**src/rtl/sdc_pkg.sv**
```systemverilog
`default_nettype none

package sdc_pkg;

  // Chain size and derived widths
  localparam int NUM_MASSES = 10;
  localparam int IDX_W      = (NUM_MASSES > 1) ? $clog2(NUM_MASSES) : 1;
  localparam int MIDX_W     = 6;

  // Data widths: Q8.24 words, 25-bit step, shared multiplier operands
  localparam int DW         = 32;
  localparam int FRAC_W     = 24;
  localparam int DT_W       = 25;
  localparam int OP_W       = 34;
  localparam int PROD_W     = 2 * OP_W;
  localparam int RND_W      = PROD_W - FRAC_W;
  localparam int ACC_W      = 46;
  localparam int KQ_W       = 29;

  // Reciprocal of ten: floor(n / 10) = (n * RECIP_10) >> RECIP_SHIFT for n < 2^34
  localparam logic [OP_W-1:0] RECIP_10    = 34'd6871947674;
  localparam int              RECIP_SHIFT = 36;
  localparam logic [DW-1:0]   KQ_BIAS     = 32'd5;

  // Register reset values
  localparam logic [DW-1:0]   STIFF_RST = 32'd16777216;
  localparam logic [DW-1:0]   DAMP_RST  = 32'd1677722;
  localparam logic [DT_W-1:0] DT_RST    = 25'd167772;
  localparam logic [DW-1:0]   TOTAL_RST = 32'd1000;

  // Register indexes
  localparam int CFG_IDX_W = 2;
  typedef enum logic [CFG_IDX_W-1:0] {
    REG_STIFFNESS   = 2'd0,
    REG_DAMPING     = 2'd1,
    REG_TIME_STEP   = 2'd2,
    REG_TOTAL_STEPS = 2'd3
  } cfg_reg_t;

  // State of one mass
  typedef struct packed {
    logic signed [DW-1:0] pos;
    logic signed [DW-1:0] vel;
  } mass_t;

  typedef logic signed [DW-1:0] pos_table_t [NUM_MASSES];

  // Initial perturbation: 0.01 * sin(0.5 i) through the Chebyshev recurrence
  localparam longint SIN_HALF_Q30     = 64'sd514779252;
  localparam longint TWO_COS_HALF_Q30 = 64'sd1884594201;

  function automatic pos_table_t init_pos_table();
    pos_table_t t;
    longint prev;
    longint cur;
    longint nxt;
    longint prod;
    longint mag;
    t[0] = '0;
    prev = 0;
    cur  = SIN_HALF_Q30;
    for (int i = 1; i < NUM_MASSES; i++) begin
      mag  = (cur < 0) ? -cur : cur;
      mag  = (mag + 3200) / 6400;
      t[i] = DW'((cur < 0) ? -mag : mag);
      prod = TWO_COS_HALF_Q30 * cur;
      mag  = (prod < 0) ? -prod : prod;
      mag  = (mag + (64'sd1 <<< 29)) >>> 30;
      nxt  = ((prod < 0) ? -mag : mag) - prev;
      prev = cur;
      cur  = nxt;
    end
    return t;
  endfunction

  localparam pos_table_t INIT_POS = init_pos_table();

  // Shift a product right by the fraction width, rounding ties away from zero
  function automatic logic signed [RND_W-1:0] rnd_frac(input logic signed [PROD_W-1:0] p);
    logic [PROD_W-1:0] s;
    s = p + (p[PROD_W-1] ? PROD_W'(24'h7FFFFF) : PROD_W'(24'h800000));
    return s[PROD_W-1:FRAC_W];
  endfunction

  // Clamp a wide sum to a signed 32-bit word
  function automatic logic signed [DW-1:0] sat_word(input logic signed [ACC_W-1:0] v);
    logic signed [DW-1:0] r;
    if ((&v[ACC_W-1:DW-1]) || !(|v[ACC_W-1:DW-1])) begin
      r = v[DW-1:0];
    end else if (v[ACC_W-1]) begin
      r = {1'b1, {(DW-1){1'b0}}};
    end else begin
      r = {1'b0, {(DW-1){1'b1}}};
    end
    return r;
  endfunction

endpackage

`default_nettype wire

```
**src/rtl/sdc_mul.sv**
```systemverilog
`default_nettype none

module sdc_mul (
  input  wire logic                              clk,
  input  wire logic signed [sdc_pkg::OP_W-1:0]   a,
  input  wire logic signed [sdc_pkg::OP_W-1:0]   b,
  output logic signed [sdc_pkg::PROD_W-1:0]      p
);

  // Register the full product
  always_ff @(posedge clk) begin
    p <= a * b;
  end

endmodule

`default_nettype wire
```
**config.mk**
```make
export PLATFORM = sky130hd
export DESIGN_NAME = sdc_mul
export DESIGN_NICKNAME = d
export VERILOG_FILES = /design/src/rtl/sdc_pkg.sv /design/src/rtl/sdc_mul.sv
export SDC_FILE = /design/constraint.sdc
export NUM_CORES = 2
export LEC_CHECK = 0
export BUFFER_PORTS_ARGS = -buffer_cell sky130_fd_sc_hd__buf_2
export CAP_MARGIN = 5
export CORE_MARGIN = 2
export CORE_UTILIZATION = 43
export DETAILED_ROUTE_END_ITERATION = 10
export GPL_TIMING_DRIVEN = 0
export PLACE_DENSITY = 0.66
export SYNTH_ARGS = -nofsm -noshare
export SYNTH_HDL_FRONTEND = slang
export SYNTH_SLANG_ARGS = --single-unit
```
**constraint.sdc**
```tcl
create_clock -name clk -period 20.6 [get_ports clk]
set_input_delay 1.03 -clock clk [delete_from_list [all_inputs] [get_ports clk]]
set_output_delay 1.03 -clock clk [all_outputs]
set_load 0.005 [all_outputs]
```
==> results_dict.tcl <==
set metrics [dict create \
    outcome "finished clean" \
    via_per_inst 5.37 \
    cts.repair.resized 0 \
    syn_area_sq_mm 0.0430 \
    worst_slew_pin_slew_ps 1320 \
    maxSlewViolCount 0 \
    synth_cell_types 69 \
    fin_setup_tns_ps 0 \
    ios 137 \
    setup_violations 0 \
    dieArea_sq_mm 0.103 \
    slew_headroom 0.113 \
    grt_usage 0.325 \
    dpl.hpwl_um 135000 \
    synth_edf_count 0 \
    netlist_instances 4554 \
    die_y_um 320 \
    placed_cell_area_sq_mm 0.0453 \
    avgSynthCellArea_sq_um 9.45 \
    cts_root_buf "clkbuf_16" \
    final_cell_area_sq_mm 0.0456 \
    antenna_found_initial 35 \
    rows 116 \
    clock_sinks 68 \
    synth_area_leaders "fa_1 (58%), inv_1 (11%), and2_1 (9.0%)" \
    postSynth.asyncResetShare 0 \
    clk_pin_slew_worst_paths_ps 70 \
    worstSetupPathType "input pin to register" \
    hold_viol 0 \
    yosysSeqAreaShare 0.0316 \
    top_register "p" \
    drt_iter0_drc 2956 \
    fin_hold_ws_ps 1020 \
    ys_ff_latch 68 \
    grt_max_degree 18 \
    critPathCaptureType "register" \
    overflow 0 \
    cts_tree "yes" \
    synth_ff_type "dfxtp_1" \
    portBuffers 130 \
    top_regs "p x68" \
    num_vias 32300 \
    worstPathArrival_ps 10770 \
    synthToLayoutAreaGrowth_pct 6.07 \
    synth_top_area_frac 0.577 \
    grt_pass1_vias 34800 \
    final_cell_mix "fa_1 (1241), inv_1 (1231), and2_1 (621), nand2_1 (542), clkbuf_1 (214)" \
    yosysTopAreaCell "fa_1" \
    largest_register_ffs 68 \
    mostFrequentLayoutCell "fa_1" \
    cts_buffers 9 \
    coreArea_sq_mm 0.0997 \
    final_nets 6209 \
    cts.path.max_buffers 2 \
    finalCriticalPeriod_ps 10490 \
    syn-num-nets 6068 \
    drc 0 \
    cts_max_level 3 \
    max_freq_mhz 95.4 \
    hold_path_class "input pin to register" \
    drtPass1Iterations 6 \
    grt_pass1_wl_um 237000 \
    post-cts-setup-buffers 0 \
    wl_per_cell_um 26.7 \
    initial_utilization 0.432 \
    crit_required_ps 20890 \
    wl_um 161000 \
    critPathLaunchType "input pin" \
    fp.dieW_um 320 \
    drive_above_1_share 0.0404 \
    drtAntennaViolNets 0 \
    path_max_fanout 10 \
    ys_warn_count 0 \
    postCtsHoldBufs 0 \
    maxCapViolCount 0 \
    grt_setup_unrepaired "false" \
    gp_congestion 1.05 \
    finalCritPeriodShare 0.509 \
]
## area by class of cell
type                    count  area (sq um)
clock buffers              10           239
inverters                1232          4620
clock inverters             5          61.3
well taps                1298          1620
multi-input cells        3026         36100
fillers                  9641         54100
diodes                     14          35.0
plain buffers             228           901
flip-flops and latches     68          1360
repair buffers            130           651
## layer usage
layer,vias up,share of wire,track usage
met5,-,0.00086,0
met4,20,0.069,0.181
met3,468,0.10,0.0705
met2,1923,0.45,0.503
met1,16800,0.38,0.427
li1,13100,-,-
## cells by family after synthesis
family                   synth area share
AND/OR/NAND/NOR                     0.154
adder cells (fa/ha/maj)             0.637
flip-flops                         0.0316
XOR/XNOR                           0.0161
buffers and inverters               0.128
AO/OA/AOI/OAI                      0.0335
## worst max-delay path, stage by stage
cell and delay, ps:
clkbuf_1 540, clkbuf_1 790, nand2_1 190, fa_1 540, fa_1 830, inv_1 110, fa_1 500, inv_1 60
fa_1 480, fa_1 550, inv_1 50, fa_1 510, fa_1 530, inv_1 60, fa_1 550, inv_1 60
ha_1 500, nand2_1 150, o41ai_2 1180, a21o_1 240, nand2_1 70, nand4b_1 400, a21bo_2 280, a21o_1 250
a311oi_2 140, xnor2_1 150
## synthesized netlist by cell type (all sizes together), types with 3 or more instances
cell type,instances
fa,1241
inv,1231
and2,623
nand2,542
clkbuf,217
ha,204
dfxtp,68
a21oi,63
nor2,56
xnor2,56
o21ai,41
a21o,37
xor2,23
nand2b,20
o21bai,12
nand3,11
nand4,11
a31oi,10
buf,9
nor2b,9
and3,8
a211oi,7
o41ai,6
nor3,5
a221oi,4
o21a,4
or2,4
a211o,3
o211ai,3
## worst paths after layout
path | startpoint | to | slack [ps] | cells past startpoint
setup / recovery | b[4] | p[64] | 10110 | 26
hold / removal | a[0] | p[0] | 1020 | 2
## through the flow
stage                util  instances  setup slack, ps
floorplan               -       4554            12080
global placement    0.454       5982            10110
detailed placement  0.454       5982            10100
CTS                 0.457       5997            10510
global route        0.457       5997            10140
finish              0.458       6011            10110
Power is not shown: default switching activity piles up to over one toggle a cycle in this logic, so the estimate is an artifact.
