===== config.mk =====
export PLATFORM = sky130hd
export DESIGN_NAME = sdc_cell
export DESIGN_NICKNAME = d
export VERILOG_FILES = /design/src/rtl/sdc_pkg.sv /design/src/rtl/sdc_cell.sv
export SDC_FILE = /design/constraint.sdc
export NUM_CORES = 1
export LEC_CHECK = 0
export BUFFER_PORTS_ARGS = -buffer_cell sky130_fd_sc_hd__buf_4
export CAP_MARGIN = 20
export CORE_MARGIN = 5
export CORE_UTILIZATION = 46
export CTS_CLUSTER_DIAMETER = 200
export DETAILED_ROUTE_END_ITERATION = 6
export PLACE_DENSITY = 0.84
export SLEW_MARGIN = 40
export SYNTH_ARGS = -nofsm -noshare
export SYNTH_HDL_FRONTEND = slang
export SYNTH_SLANG_ARGS = --single-unit

===== constraint.sdc =====
create_clock -name clk -period 4.65 [get_ports clk]
set_input_delay 0.465 -clock clk [delete_from_list [all_inputs] [get_ports clk]]
set_output_delay 0.465 -clock clk [all_outputs]
set_load 0.05 [all_outputs]

===== src/rtl/sdc_pkg.sv =====
`default_nettype none

package sdc_pkg;

  // Chain size and derived widths
  localparam int NUM_MASSES = 10;
  localparam int IDX_W      = (NUM_MASSES > 1) ? $clog2(NUM_MASSES) : 1;
  localparam int MIDX_W     = 6;

  // Data widths: Q8.24 words, 25-bit step, shared multiplier operands
  localparam int DW         = 32;
  localparam int FRAC_W     = 24;
  localparam int DT_W       = 25;
  localparam int OP_W       = 34;
  localparam int PROD_W     = 2 * OP_W;
  localparam int RND_W      = PROD_W - FRAC_W;
  localparam int ACC_W      = 46;
  localparam int KQ_W       = 29;

  // Reciprocal of ten: floor(n / 10) = (n * RECIP_10) >> RECIP_SHIFT for n < 2^34
  localparam logic [OP_W-1:0] RECIP_10    = 34'd6871947674;
  localparam int              RECIP_SHIFT = 36;
  localparam logic [DW-1:0]   KQ_BIAS     = 32'd5;

  // Register reset values
  localparam logic [DW-1:0]   STIFF_RST = 32'd16777216;
  localparam logic [DW-1:0]   DAMP_RST  = 32'd1677722;
  localparam logic [DT_W-1:0] DT_RST    = 25'd167772;
  localparam logic [DW-1:0]   TOTAL_RST = 32'd1000;

  // Register indexes
  localparam int CFG_IDX_W = 2;
  typedef enum logic [CFG_IDX_W-1:0] {
    REG_STIFFNESS   = 2'd0,
    REG_DAMPING     = 2'd1,
    REG_TIME_STEP   = 2'd2,
    REG_TOTAL_STEPS = 2'd3
  } cfg_reg_t;

  // State of one mass
  typedef struct packed {
    logic signed [DW-1:0] pos;
    logic signed [DW-1:0] vel;
  } mass_t;

  typedef logic signed [DW-1:0] pos_table_t [NUM_MASSES];

  // Initial perturbation: 0.01 * sin(0.5 i) through the Chebyshev recurrence
  localparam longint SIN_HALF_Q30     = 64'sd514779252;
  localparam longint TWO_COS_HALF_Q30 = 64'sd1884594201;

  function automatic pos_table_t init_pos_table();
    pos_table_t t;
    longint prev;
    longint cur;
    longint nxt;
    longint prod;
    longint mag;
    t[0] = '0;
    prev = 0;
    cur  = SIN_HALF_Q30;
    for (int i = 1; i < NUM_MASSES; i++) begin
      mag  = (cur < 0) ? -cur : cur;
      mag  = (mag + 3200) / 6400;
      t[i] = DW'((cur < 0) ? -mag : mag);
      prod = TWO_COS_HALF_Q30 * cur;
      mag  = (prod < 0) ? -prod : prod;
      mag  = (mag + (64'sd1 <<< 29)) >>> 30;
      nxt  = ((prod < 0) ? -mag : mag) - prev;
      prev = cur;
      cur  = nxt;
    end
    return t;
  endfunction

  localparam pos_table_t INIT_POS = init_pos_table();

  // Shift a product right by the fraction width, rounding ties away from zero
  function automatic logic signed [RND_W-1:0] rnd_frac(input logic signed [PROD_W-1:0] p);
    logic [PROD_W-1:0] s;
    s = p + (p[PROD_W-1] ? PROD_W'(24'h7FFFFF) : PROD_W'(24'h800000));
    return s[PROD_W-1:FRAC_W];
  endfunction

  // Clamp a wide sum to a signed 32-bit word
  function automatic logic signed [DW-1:0] sat_word(input logic signed [ACC_W-1:0] v);
    logic signed [DW-1:0] r;
    if ((&v[ACC_W-1:DW-1]) || !(|v[ACC_W-1:DW-1])) begin
      r = v[DW-1:0];
    end else if (v[ACC_W-1]) begin
      r = {1'b1, {(DW-1){1'b0}}};
    end else begin
      r = {1'b0, {(DW-1){1'b1}}};
    end
    return r;
  endfunction

endpackage

`default_nettype wire


===== src/rtl/sdc_cell.sv =====
`default_nettype none

module sdc_cell (
  input  wire logic                          clk,
  input  wire logic                          rst,
  input  wire logic                          load,
  input  wire logic                          shift,
  input  wire logic signed [sdc_pkg::DW-1:0] init_pos,
  input  wire sdc_pkg::mass_t                din,
  output sdc_pkg::mass_t                     dout
);

  // Reload the initial perturbation, or take the neighbour's state on a shift
  always_ff @(posedge clk) begin
    if (rst || load) begin
      dout.pos <= init_pos;
      dout.vel <= '0;
    end else if (shift) begin
      dout <= din;
    end
  end

endmodule

`default_nettype wire


==> results of run 1 <==
[placed cells by master, fill, tap and decap left out]
cell | netlist | routed
o21ai_1 | 3 | 3
clkinv_2 | 0 | 2
buf_4 | 3 | 165
clkbuf_8 | 0 | 10
edfxtp_1 | 32 | 32
mux2i_1 | 32 | 32
o21ai_0 | 34 | 34
nand2_1 | 32 | 32
or3_1 | 1 | 1
clkbuf_1 | 8 | 1
or2_4 | 0 | 1
o21ai_2 | 27 | 27
nor2_1 | 32 | 32
clkinvlp_4 | 0 | 3
dfxtp_1 | 32 | 32
[cells by family after synthesis]
kind of cell	after synthesis	synth area share
simple gates	66	0.0922
compound gates	64	0.154
flops	64	0.584
buf+inv	20	0.0529
mux	32	0.117
[power by group through the flow]
| stage | Sequential [mW] | Combinational (mW) | Clock (mW) |
|---|---|---|---|
| 2_1_floorplan | 0.801 | 0.0827 | 0 |
| 3_3_place_gp | 0.662 | 0.352 | 0 |
| 3_5_place_dp | 0.663 | 0.358 | 0 |
| 4_1_cts | 0.650 | 0.359 | 0.419 |
| 5_1_grt | 0.654 | 0.374 | 0.451 |
| 6_report | 0.650 | 0.356 | 0.412 |
[routing by layer]
metal  up-vias  routed length, um
met4         0                147
met5         -                  0
met3        12                995
met1      1118               2880
li1       1172                  -
met2       136               3610
[stage by stage]
| step | hold slack, ns | instances | utilization |
|---|---|---|---|
| floorplan | 0.612 | 246 | - |
| global placement | 0.475 | 466 | 0.672 |
| detailed placement | 0.487 | 466 | 0.672 |
| CTS | 0.362 | 482 | 0.702 |
| global route | 0.369 | 482 | 0.702 |
| finish | 0.377 | 482 | 0.702 |
[worst max-delay path by stage]
stage | start | slack, ns | cells after the start | to
2_1_floorplan | shift | 2.85 | 2 | dout[32]
3_3_place_gp | load | 2.27 | 4 | dout[62]
3_5_place_dp | shift | 2.25 | 3 | dout[46]
4_1_cts | shift | 2.59 | 3 | dout[42]
5_1_grt | shift | 2.48 | 3 | dout[42]
6_report | shift | 2.58 | 3 | dout[45]
[cell type report]
| cell class | count | area [sq um] | area share |
|---|---|---|---|
| sequential | 64 | 1600 | 0.390 |
| clock buffer | 11 | 141 | 0.0344 |
| clock inverter | 5 | 32.5 | 0.00792 |
| timing repair buffer | 165 | 1240 | 0.302 |
| tap | 75 | 93.8 | 0.0229 |
| multi-input combinational | 162 | 997 | 0.243 |
[critical path, stage by stage]
cell   delay (ns)
buf_4        0.62
or3_1        0.58
buf_4        0.37
==> flow_summary.json, run 1 <==
{
  "status": "completed",
  "grt_max_degree": 66,
  "synthCells": 246,
  "yosys_warnings": 0,
  "drv_slew": 0,
  "largest_reg_flops": 64,
  "period_needed_ns": 2.07,
  "intPower_uw": 973,
  "cts_buffers": 9,
  "die_h_um": 87.2,
  "syn2layout_area_growth_pct": 49.7,
  "reg2reg_setup_slack_ns": 4.00,
  "track_usage": 0.197,
  "drc": 0,
  "drt_iter0_drc": 137,
  "yosys_register_bits": 64,
  "yosysTopAreaCellShare": 0.351,
  "synth_top_area_cell": "edfxtp_1",
  "hp-start": "din[31]",
  "fillerInstances": 443,
  "power_frac_comb": 0.251,
  "dpl.hpwl_mm": 5.77,
  "endpoint_kind": "register",
  "groute.layer.met1.usage": 0.234,
  "cts_setup_buffers": 0,
  "p_switching_uw": 445,
  "synthMostInstantiatedCell": "o21ai_0",
  "antenna_found_initial": 0,
  "root_buffer": "clkbuf_8",
  "fp.dieArea_sq_mm": 0.00760,
  "grt_pass1_wl_mm": 11.5,
  "fin_area_sq_mm": 0.00411,
  "pwr-share-clk": 0.291,
  "worstSetupStartpointType": "input pin",
  "cts_max_path_buffers": 2,
  "start_util": 0.469,
  "reg_top3": "dout x64",
  "finalCritPeriodShare": 0.444,
  "max_freq_ghz": 0.484,
  "hold_depth": 3,
  "cts_tree": "done",
  "wl_mm": 7.63,
  "seqPwrFrac": 0.458,
  "grt_util_met2": 0.324,
  "drv_cap": 0,
  "ir_drop_mv": 0.223,
  "clk_latency_ns": 0.31,
  "synth-main-ff-cell": "edfxtp_1",
  "hp-class": "input pin to register",
  "finalClockSkew_ns": 0,
  "syn_area_per_cell_sq_um": 11.1,
  "pin_count": 164,
  "maxSlewHeadroom": 0.464,
  "ys_seq_area_frac": 0.584,
  "holdPathEnd": "dout[31]",
  "setup_viol": 0,
  "worst-setup-path-type": "input pin to register",
  "r2r-end": "dout[12]",
  "drive_gt1_frac": 0.511,
  "synth_area_sq_mm": 0.00274,
  "antennaDiodeCount": 0,
  "cts.sinks": 64,
  "layout.nets": 502,
  "leakagePower_nw": 1.91,
  "place_ws_ns": 2.25,
  "worstRegToRegCells": 2,
  "synthTopCellsByArea": "edfxtp_1 35%, dfxtp_1 23%, mux2i_1 12%",
  "die_x_um": 87.2,
  "cp.required_ns": 4.65,
  "final_antenna_net_count": 0,
  "fin_ws_ns": 2.58,
  "busiest_layer": "met2",
  "first_pass_iters": 5,
  "arrival_ns": 2.07,
  "hold_viol": 0,
  "gp_congestion": 0.718,
  "cts_max_level": 3,
  "placed_cell_area_sq_mm": 0.00393,
  "cts_resized": 0,
  "synthArstFlopShare": 0,
  "synth_edf_count": 32,
  "switching_share": 0.314,
  "core_sq_mm": 0.00585,
  "power_mw": 1.42,
  "regMostFlops": "dout",
  "use_met3": 0.0700,
  "num_vias": 2438,
  "rows": 28,
  "cts_hold_buffers": 0,
  "tns_ns": 0,
  "drt-vias-per-instance": 5.06,
  "yosysUniqueCellTypes": 15,
  "grt_setup_unrepaired": "no",
  "port_buffers": 163,
  "syn-num-nets": 346,
  "routedWlPerCell_um": 15.8,
  "r2r_start": "dout[12]",
  "cp_max_fo": 65,
  "clkTransAtPathRegs_ns": 0.07,
  "grt_pass1_vias": 2492,
  "grt_overflow_total": 0,
  "worst_pin_slew_ns": 0.804,
  "p_per_area_mw_per_mm2": 345
}
(Power assumes the default switching activity.)
==> run 2, diff against run 1 <==
--- a/config.mk
+++ b/config.mk
@@ -8,10 +8,10 @@
 export BUFFER_PORTS_ARGS = -buffer_cell sky130_fd_sc_hd__buf_4
 export CAP_MARGIN = 20
 export CORE_MARGIN = 5
-export CORE_UTILIZATION = 46
+export CORE_UTILIZATION = 39
 export CTS_CLUSTER_DIAMETER = 200
 export DETAILED_ROUTE_END_ITERATION = 6
-export PLACE_DENSITY = 0.84
+export PLACE_DENSITY = 0.76
 export SLEW_MARGIN = 40
 export SYNTH_ARGS = -nofsm -noshare
 export SYNTH_HDL_FRONTEND = slang
==> constraint.sdc (replaced) <==
create_clock -name clk -period 1.8 [get_ports clk]
set_input_delay 0.18 -clock clk [delete_from_list [all_inputs] [get_ports clk]]
set_output_delay 0.18 -clock clk [all_outputs]
set_load 0.05 [all_outputs]
==> flow_summary.json, run 2 (synthesized netlist as in run 1, its figures left out) <==
{
  "endpoint_kind": "output pin",
  "utilization": 0.616,
  "crit_chain": "buf_4",
  "syn2layout_area_growth_pct": 53.5,
  "largest_reg_flops": 64,
  "dpl.hpwl_mm": 5.88,
  "fin_ws_ns": 0.689,
  "first_pass_iters": 5,
  "grt_overflow_total": 0,
  "wl_mm": 7.88,
  "grt_pass1_wl_mm": 11.9,
  "root_buffer": "clkbuf_8",
  "layout.nets": 506,
  "drt_iter0_drc": 109,
  "drv_cap": 0,
  "path_delay_family": "flip-flops",
  "crit_path_top_delay_cell": "edfxtp_1",
  "drc": 0,
  "antenna_found_initial": 0,
  "drv_slew": 0,
  "cp.required_ns": 1.62,
  "period_needed_ns": 1.11,
  "worst-setup-path-type": "register to output pin",
  "cts_max_path_buffers": 2,
  "maxSlewHeadroom": 0.596,
  "dpl.cell_count": 491,
  "cts.sinks": 64,
  "cp_max_fo": 1,
  "p_per_area_mw_per_mm2": 901,
  "antennaDiodeCount": 0,
  "fin_area_sq_mm": 0.00421,
  "die_h_um": 93.8,
  "cts_tree": "done",
  "leakagePower_nw": 1.96,
  "crit_buf_inv": 1,
  "worstSetupStartpointType": "register",
  "power_mw": 3.79,
  "drive_gt1_frac": 0.513,
  "cts_max_level": 3,
  "worstSetupStartpoint": "dout[32]",
  "worst-path-stages": 1,
  "reg2reg_setup_slack_ns": 1.17,
  "finalClockSkew_ns": 0,
  "track_usage": 0.176,
  "reg_top3": "dout x64",
  "clk_latency_ns": 0.33,
  "ir_drop_mv": 0.599,
  "place_ws_ns": 0.321,
  "cts_hold_buffers": 0,
  "core_sq_mm": 0.00683,
  "finalCritPeriodShare": 0.617,
  "drt-vias-per-instance": 4.84,
  "cts_resized": 0,
  "r2r-end": "dout[0]",
  "clkTransAtPathRegs_ns": 0.07,
  "rows": 30,
  "num_vias": 2455,
  "setup_viol": 0,
  "routedWlPerCell_um": 15.5,
  "port_buffers": 163,
  "cts_setup_buffers": 0,
  "arrival_ns": 0.93,
  "max_freq_ghz": 0.900,
  "stdcell_count": 507,
  "grt_max_degree": 65,
  "fp.dieArea_sq_mm": 0.00881,
  "worst_pin_slew_ns": 0.605,
  "worstRegToRegCells": 2,
  "slowest_delay_ns": 0.40,
  "whs_ns": 0.0833,
  "start_util": 0.401,
  "endpoint": "dout[32]",
  "regMostFlops": "dout",
  "cts_buffers": 9,
  "tns_ns": 0,
  "r2r_start": "dout[0]",
  "hp-class": "input pin to register",
  "final_antenna_net_count": 0,
  "gp_congestion": 0.768,
  "final_common_cell": "buf_4",
  "fillerInstances": 601,
  "pin_count": 164,
  "die_x_um": 93.8,
  "grt_pass1_vias": 2583,
  "mostFrequentLayoutCells": "166 x buf_4, 34 x o21ai_0",
  "grt_setup_unrepaired": "no",
  "status": "completed",
  "hold_viol": 0,
  "placed_cell_area_sq_mm": 0.00401
}
==> run 2: area by class of cell <==
type | instances | area (sq um) | area share
Sequential cell | 64 | 1600 | 0.381
Timing Repair Buffer | 169 | 1300 | 0.308
Multi-Input combinational cell | 162 | 995 | 0.236
Clock buffer | 14 | 184 | 0.0437
Tap cell | 96 | 120 | 0.0285
Clock inverter | 2 | 10.0 | 0.00238
==> run 2: report_power, final <==
group	switching, mW	total, mW	internal (mW)
combinational	0.578	0.927	0.349
sequential	0.0391	1.68	1.64
clock	0.527	1.18	0.656
==> run 2: worst min-delay path by stage <==
stage,from,cells after the start,slack (ns),end
6_report,din[1],3,0.08,dout[1]
5_1_grt,din[1],3,0.08,dout[1]
4_1_cts,din[1],3,0.07,dout[1]
3_5_place_dp,din[17],3,0.42,dout[17]
3_3_place_gp,din[22],3,0.41,dout[22]
2_1_floorplan,din[0],2,0.33,dout[0]
==> run 2: worst reg2reg max path, delay by kind of cell (launching register included) <==
family / cells / cell delay (ns)
simple gates: 1 / 0.06
mux: 1 / 0.14
flops: 1 / 0.32
==> run 2: metal layers <==
metal  share of wire  wire, um  global-route usage
met1            0.36      2860               0.180
met2            0.51      4010               0.309
met3            0.11       879              0.0825
met4           0.017       131              0.0674
met5               0         0                   0
==> run 3, diff against run 2 <==
--- a/config.mk
+++ b/config.mk
@@ -5,13 +5,14 @@
 export SDC_FILE = /design/constraint.sdc
 export NUM_CORES = 1
 export LEC_CHECK = 0
+export ABC_AREA = 1
 export BUFFER_PORTS_ARGS = -buffer_cell sky130_fd_sc_hd__buf_4
 export CAP_MARGIN = 20
 export CORE_MARGIN = 5
-export CORE_UTILIZATION = 39
+export CORE_UTILIZATION = 45
 export CTS_CLUSTER_DIAMETER = 200
 export DETAILED_ROUTE_END_ITERATION = 6
-export PLACE_DENSITY = 0.76
+export PLACE_DENSITY = 0.81
 export SLEW_MARGIN = 40
 export SYNTH_ARGS = -nofsm -noshare
 export SYNTH_HDL_FRONTEND = slang
==> constraint.sdc (replaced) <==
create_clock -name clk -period 1.09 [get_ports clk]
set_input_delay 0.109 -clock clk [delete_from_list [all_inputs] [get_ports clk]]
set_output_delay 0.109 -clock clk [all_outputs]
set_load 0.05 [all_outputs]
==> flow_summary.json, run 3 <==
{
  "r2r_start": "dout[13]",
  "synth_edf_count": 32,
  "power_frac_comb": 0.272,
  "stdcell_count": 653,
  "cts_hold_buffers": 0,
  "tns_ns": 0,
  "status": "completed",
  "switching_share": 0.321,
  "max_freq_ghz": 0.963,
  "cp_max_fo": 1,
  "cts_max_path_buffers": 2,
  "worst_pin_slew_ns": 0.275,
  "layout.nets": 671,
  "syn2layout_area_growth_pct": 49.1,
  "ir_drop_mv": 0.950,
  "synthArstFlopShare": 0,
  "dpl.cell_count": 637,
  "antennaDiodeCount": 0,
  "synth_common_cells": "194 x nand2_1, 67 x inv_1, 64 x nor2_1",
  "reg2reg_setup_slack_ns": 0.51,
  "cts_tree": "done",
  "cts_buffers": 9,
  "crit_path_top_delay_cell": "edfxtp_1",
  "start_util": 0.467,
  "endpoint_kind": "output pin",
  "yosys_warnings": 0,
  "root_buffer": "clkbuf_8",
  "drv_slew": 0,
  "grt_setup_unrepaired": "no",
  "r2r-end": "dout[13]",
  "arrival_ns": 0.93,
  "die_h_um": 91.4,
  "p_per_area_mw_per_mm2": 1370,
  "core_sq_mm": 0.00639,
  "grt_overflow_total": 0,
  "synthCells": 411,
  "holdPathEnd": "dout[37]",
  "intPower_mw": 4.14,
  "worst-setup-path-type": "register to output pin",
  "dpl.hpwl_mm": 6.07,
  "fillerInstances": 522,
  "drt-vias-per-instance": 4.45,
  "fp.dieArea_sq_mm": 0.00835,
  "hp-class": "input pin to register",
  "drc": 0,
  "hp-start": "init_pos[5]",
  "final_common_cell": "nand2_1",
  "drv_cap": 0,
  "syn_area_per_cell_sq_um": 7.25,
  "finalClockSkew_ns": 0,
  "crit_buf_inv": 1,
  "drive_gt1_frac": 0.321,
  "synthMostInstantiatedCell": "nand2_1",
  "rows": 29,
  "track_usage": 0.185,
  "regMostFlops": "dout",
  "period_needed_ns": 1.04,
  "die_x_um": 91.4,
  "leakagePower_nw": 2.58,
  "setup_viol": 0,
  "clk_latency_ns": 0.33,
  "hold_depth": 3,
  "first_pass_iters": 4,
  "routedWlPerCell_um": 12.2,
  "synth_top_area_cell": "edfxtp_1",
  "cp.required_ns": 0.98,
  "cts.sinks": 64,
  "pwr-share-clk": 0.270,
  "ys_seq_area_frac": 0.537,
  "gp_congestion": 0.783,
  "hold_viol": 0,
  "clkTransAtPathRegs_ns": 0.07,
  "reg_top3": "dout x64",
  "antenna_found_initial": 0,
  "seqCellArea_sq_mm": 0.00160,
  "grt_pass1_wl_mm": 12.5,
  "wl_mm": 7.98,
  "slowest_delay_ns": 0.40,
  "grt_pass1_vias": 2710,
  "num_vias": 2905,
  "path_delay_family": "flip-flops",
  "utilization": 0.696,
  "port_buffers": 163,
  "finalCritPeriodShare": 0.953,
  "grt_max_degree": 39,
  "final_antenna_net_count": 0,
  "syn-num-nets": 511,
  "seqPwrFrac": 0.458,
  "synth-main-ff-cell": "edfxtp_1",
  "worstRegToRegCells": 2,
  "multi_input_area_sq_um": 996,
  "p_switching_mw": 1.96,
  "largest_reg_flops": 64,
  "synth_area_sq_mm": 0.00298,
  "synthTopCellsByArea": "edfxtp_1 32%, nand2_1 24%, dfxtp_1 21%",
  "mostFrequentLayoutCells": "193 x nand2_1, 164 x buf_4, 67 x inv_1",
  "cts_max_level": 3,
  "pin_count": 164,
  "yosysUniqueCellTypes": 9,
  "drt_iter0_drc": 131,
  "yosys_register_bits": 64,
  "yosysTopAreaCellShare": 0.322,
  "worstSetupStartpointType": "register",
  "maxSlewHeadroom": 0.816,
  "crit_chain": "buf_4"
}
run 3: changes by cell type after synthesis, sizes merged:
cell    delta
nor2      +33
or2        -1
clkbuf     -8
mux2i     -32
buf        +9
inv       +67
or3        -1
nand2    +162
o21ai     -64
run 3: layer usage:
layer / wire length (um) / GRT usage / up-vias
met2: 3980 / 0.317 / 127
met5: 0 / 0 / -
met4: 179 / 0.0819 / 0
li1: - / - / 1502
met1: 2950 / 0.201 / 1261
met3: 880 / 0.0736 / 15
run 3: power by group through the flow:
stage / clock, mW / combinational, mW / sequential [mW]
after floorplan: 0 / 0.382 / 3.47
after global placement: 0 / 1.64 / 2.83
after detailed placement: 0 / 1.67 / 2.84
after CTS: 1.70 / 1.67 / 2.79
after global routing: 1.82 / 1.77 / 2.80
final: 1.65 / 1.66 / 2.79
run 3: area by class of cell:
cell class | count | area share
Timing Repair Buffer | 170 | 0.302
Sequential cell | 64 | 0.360
Clock buffer | 11 | 0.0296
Multi-Input combinational cell | 259 | 0.224
Inverter | 67 | 0.0566
Clock inverter | 5 | 0.00535
Tap cell | 77 | 0.0217
run 3: worst max path at each step:
stage / cells after the start / start / slack, ns / endpoint
5_1_grt: 1 / dout[35] / 0.006 / dout[35]
3_3_place_gp: 3 / load / 0.07 / dout[48]
6_report: 1 / dout[57] / 0.05 / dout[57]
2_1_floorplan: 5 / shift / 0.008 / dout[32]
3_5_place_dp: 3 / load / 0.05 / dout[54]
4_1_cts: 1 / dout[50] / 0.03 / dout[50]
run 3: logic make-up after synthesis:
kind of cell	after synthesis	share of synthesized area
buffers and inverters	88	0.136
DFF	64	0.537
and+or+nand+nor	259	0.327
run 3: worst min-delay path: cells and delay by family:
kind,cells,cell delay (ns)
buffers and inverters,1,0.08
and+or+nand+nor,2,0.09
run 3: repair_timing:
item / 4_1_cts / 5_1_grt
gates resized for setup: 0 / 1
setup endpoints to repair: 0 / 1
buffers inserted: 0 / 0
run 3: through the flow:
step	hold WS (ns)	total power, mW	area [sq um]	setup slack [ns]
after global placement	0.382	4.48	4280	0.0691
after floorplan	0.295	3.86	3000	0.00787
after CTS	0.0340	6.16	4440	0.0286
after global routing	0.0409	6.40	4440	0.00556
after detailed placement	0.384	4.51	4280	0.0509
final	0.0484	6.09	4440	0.0513
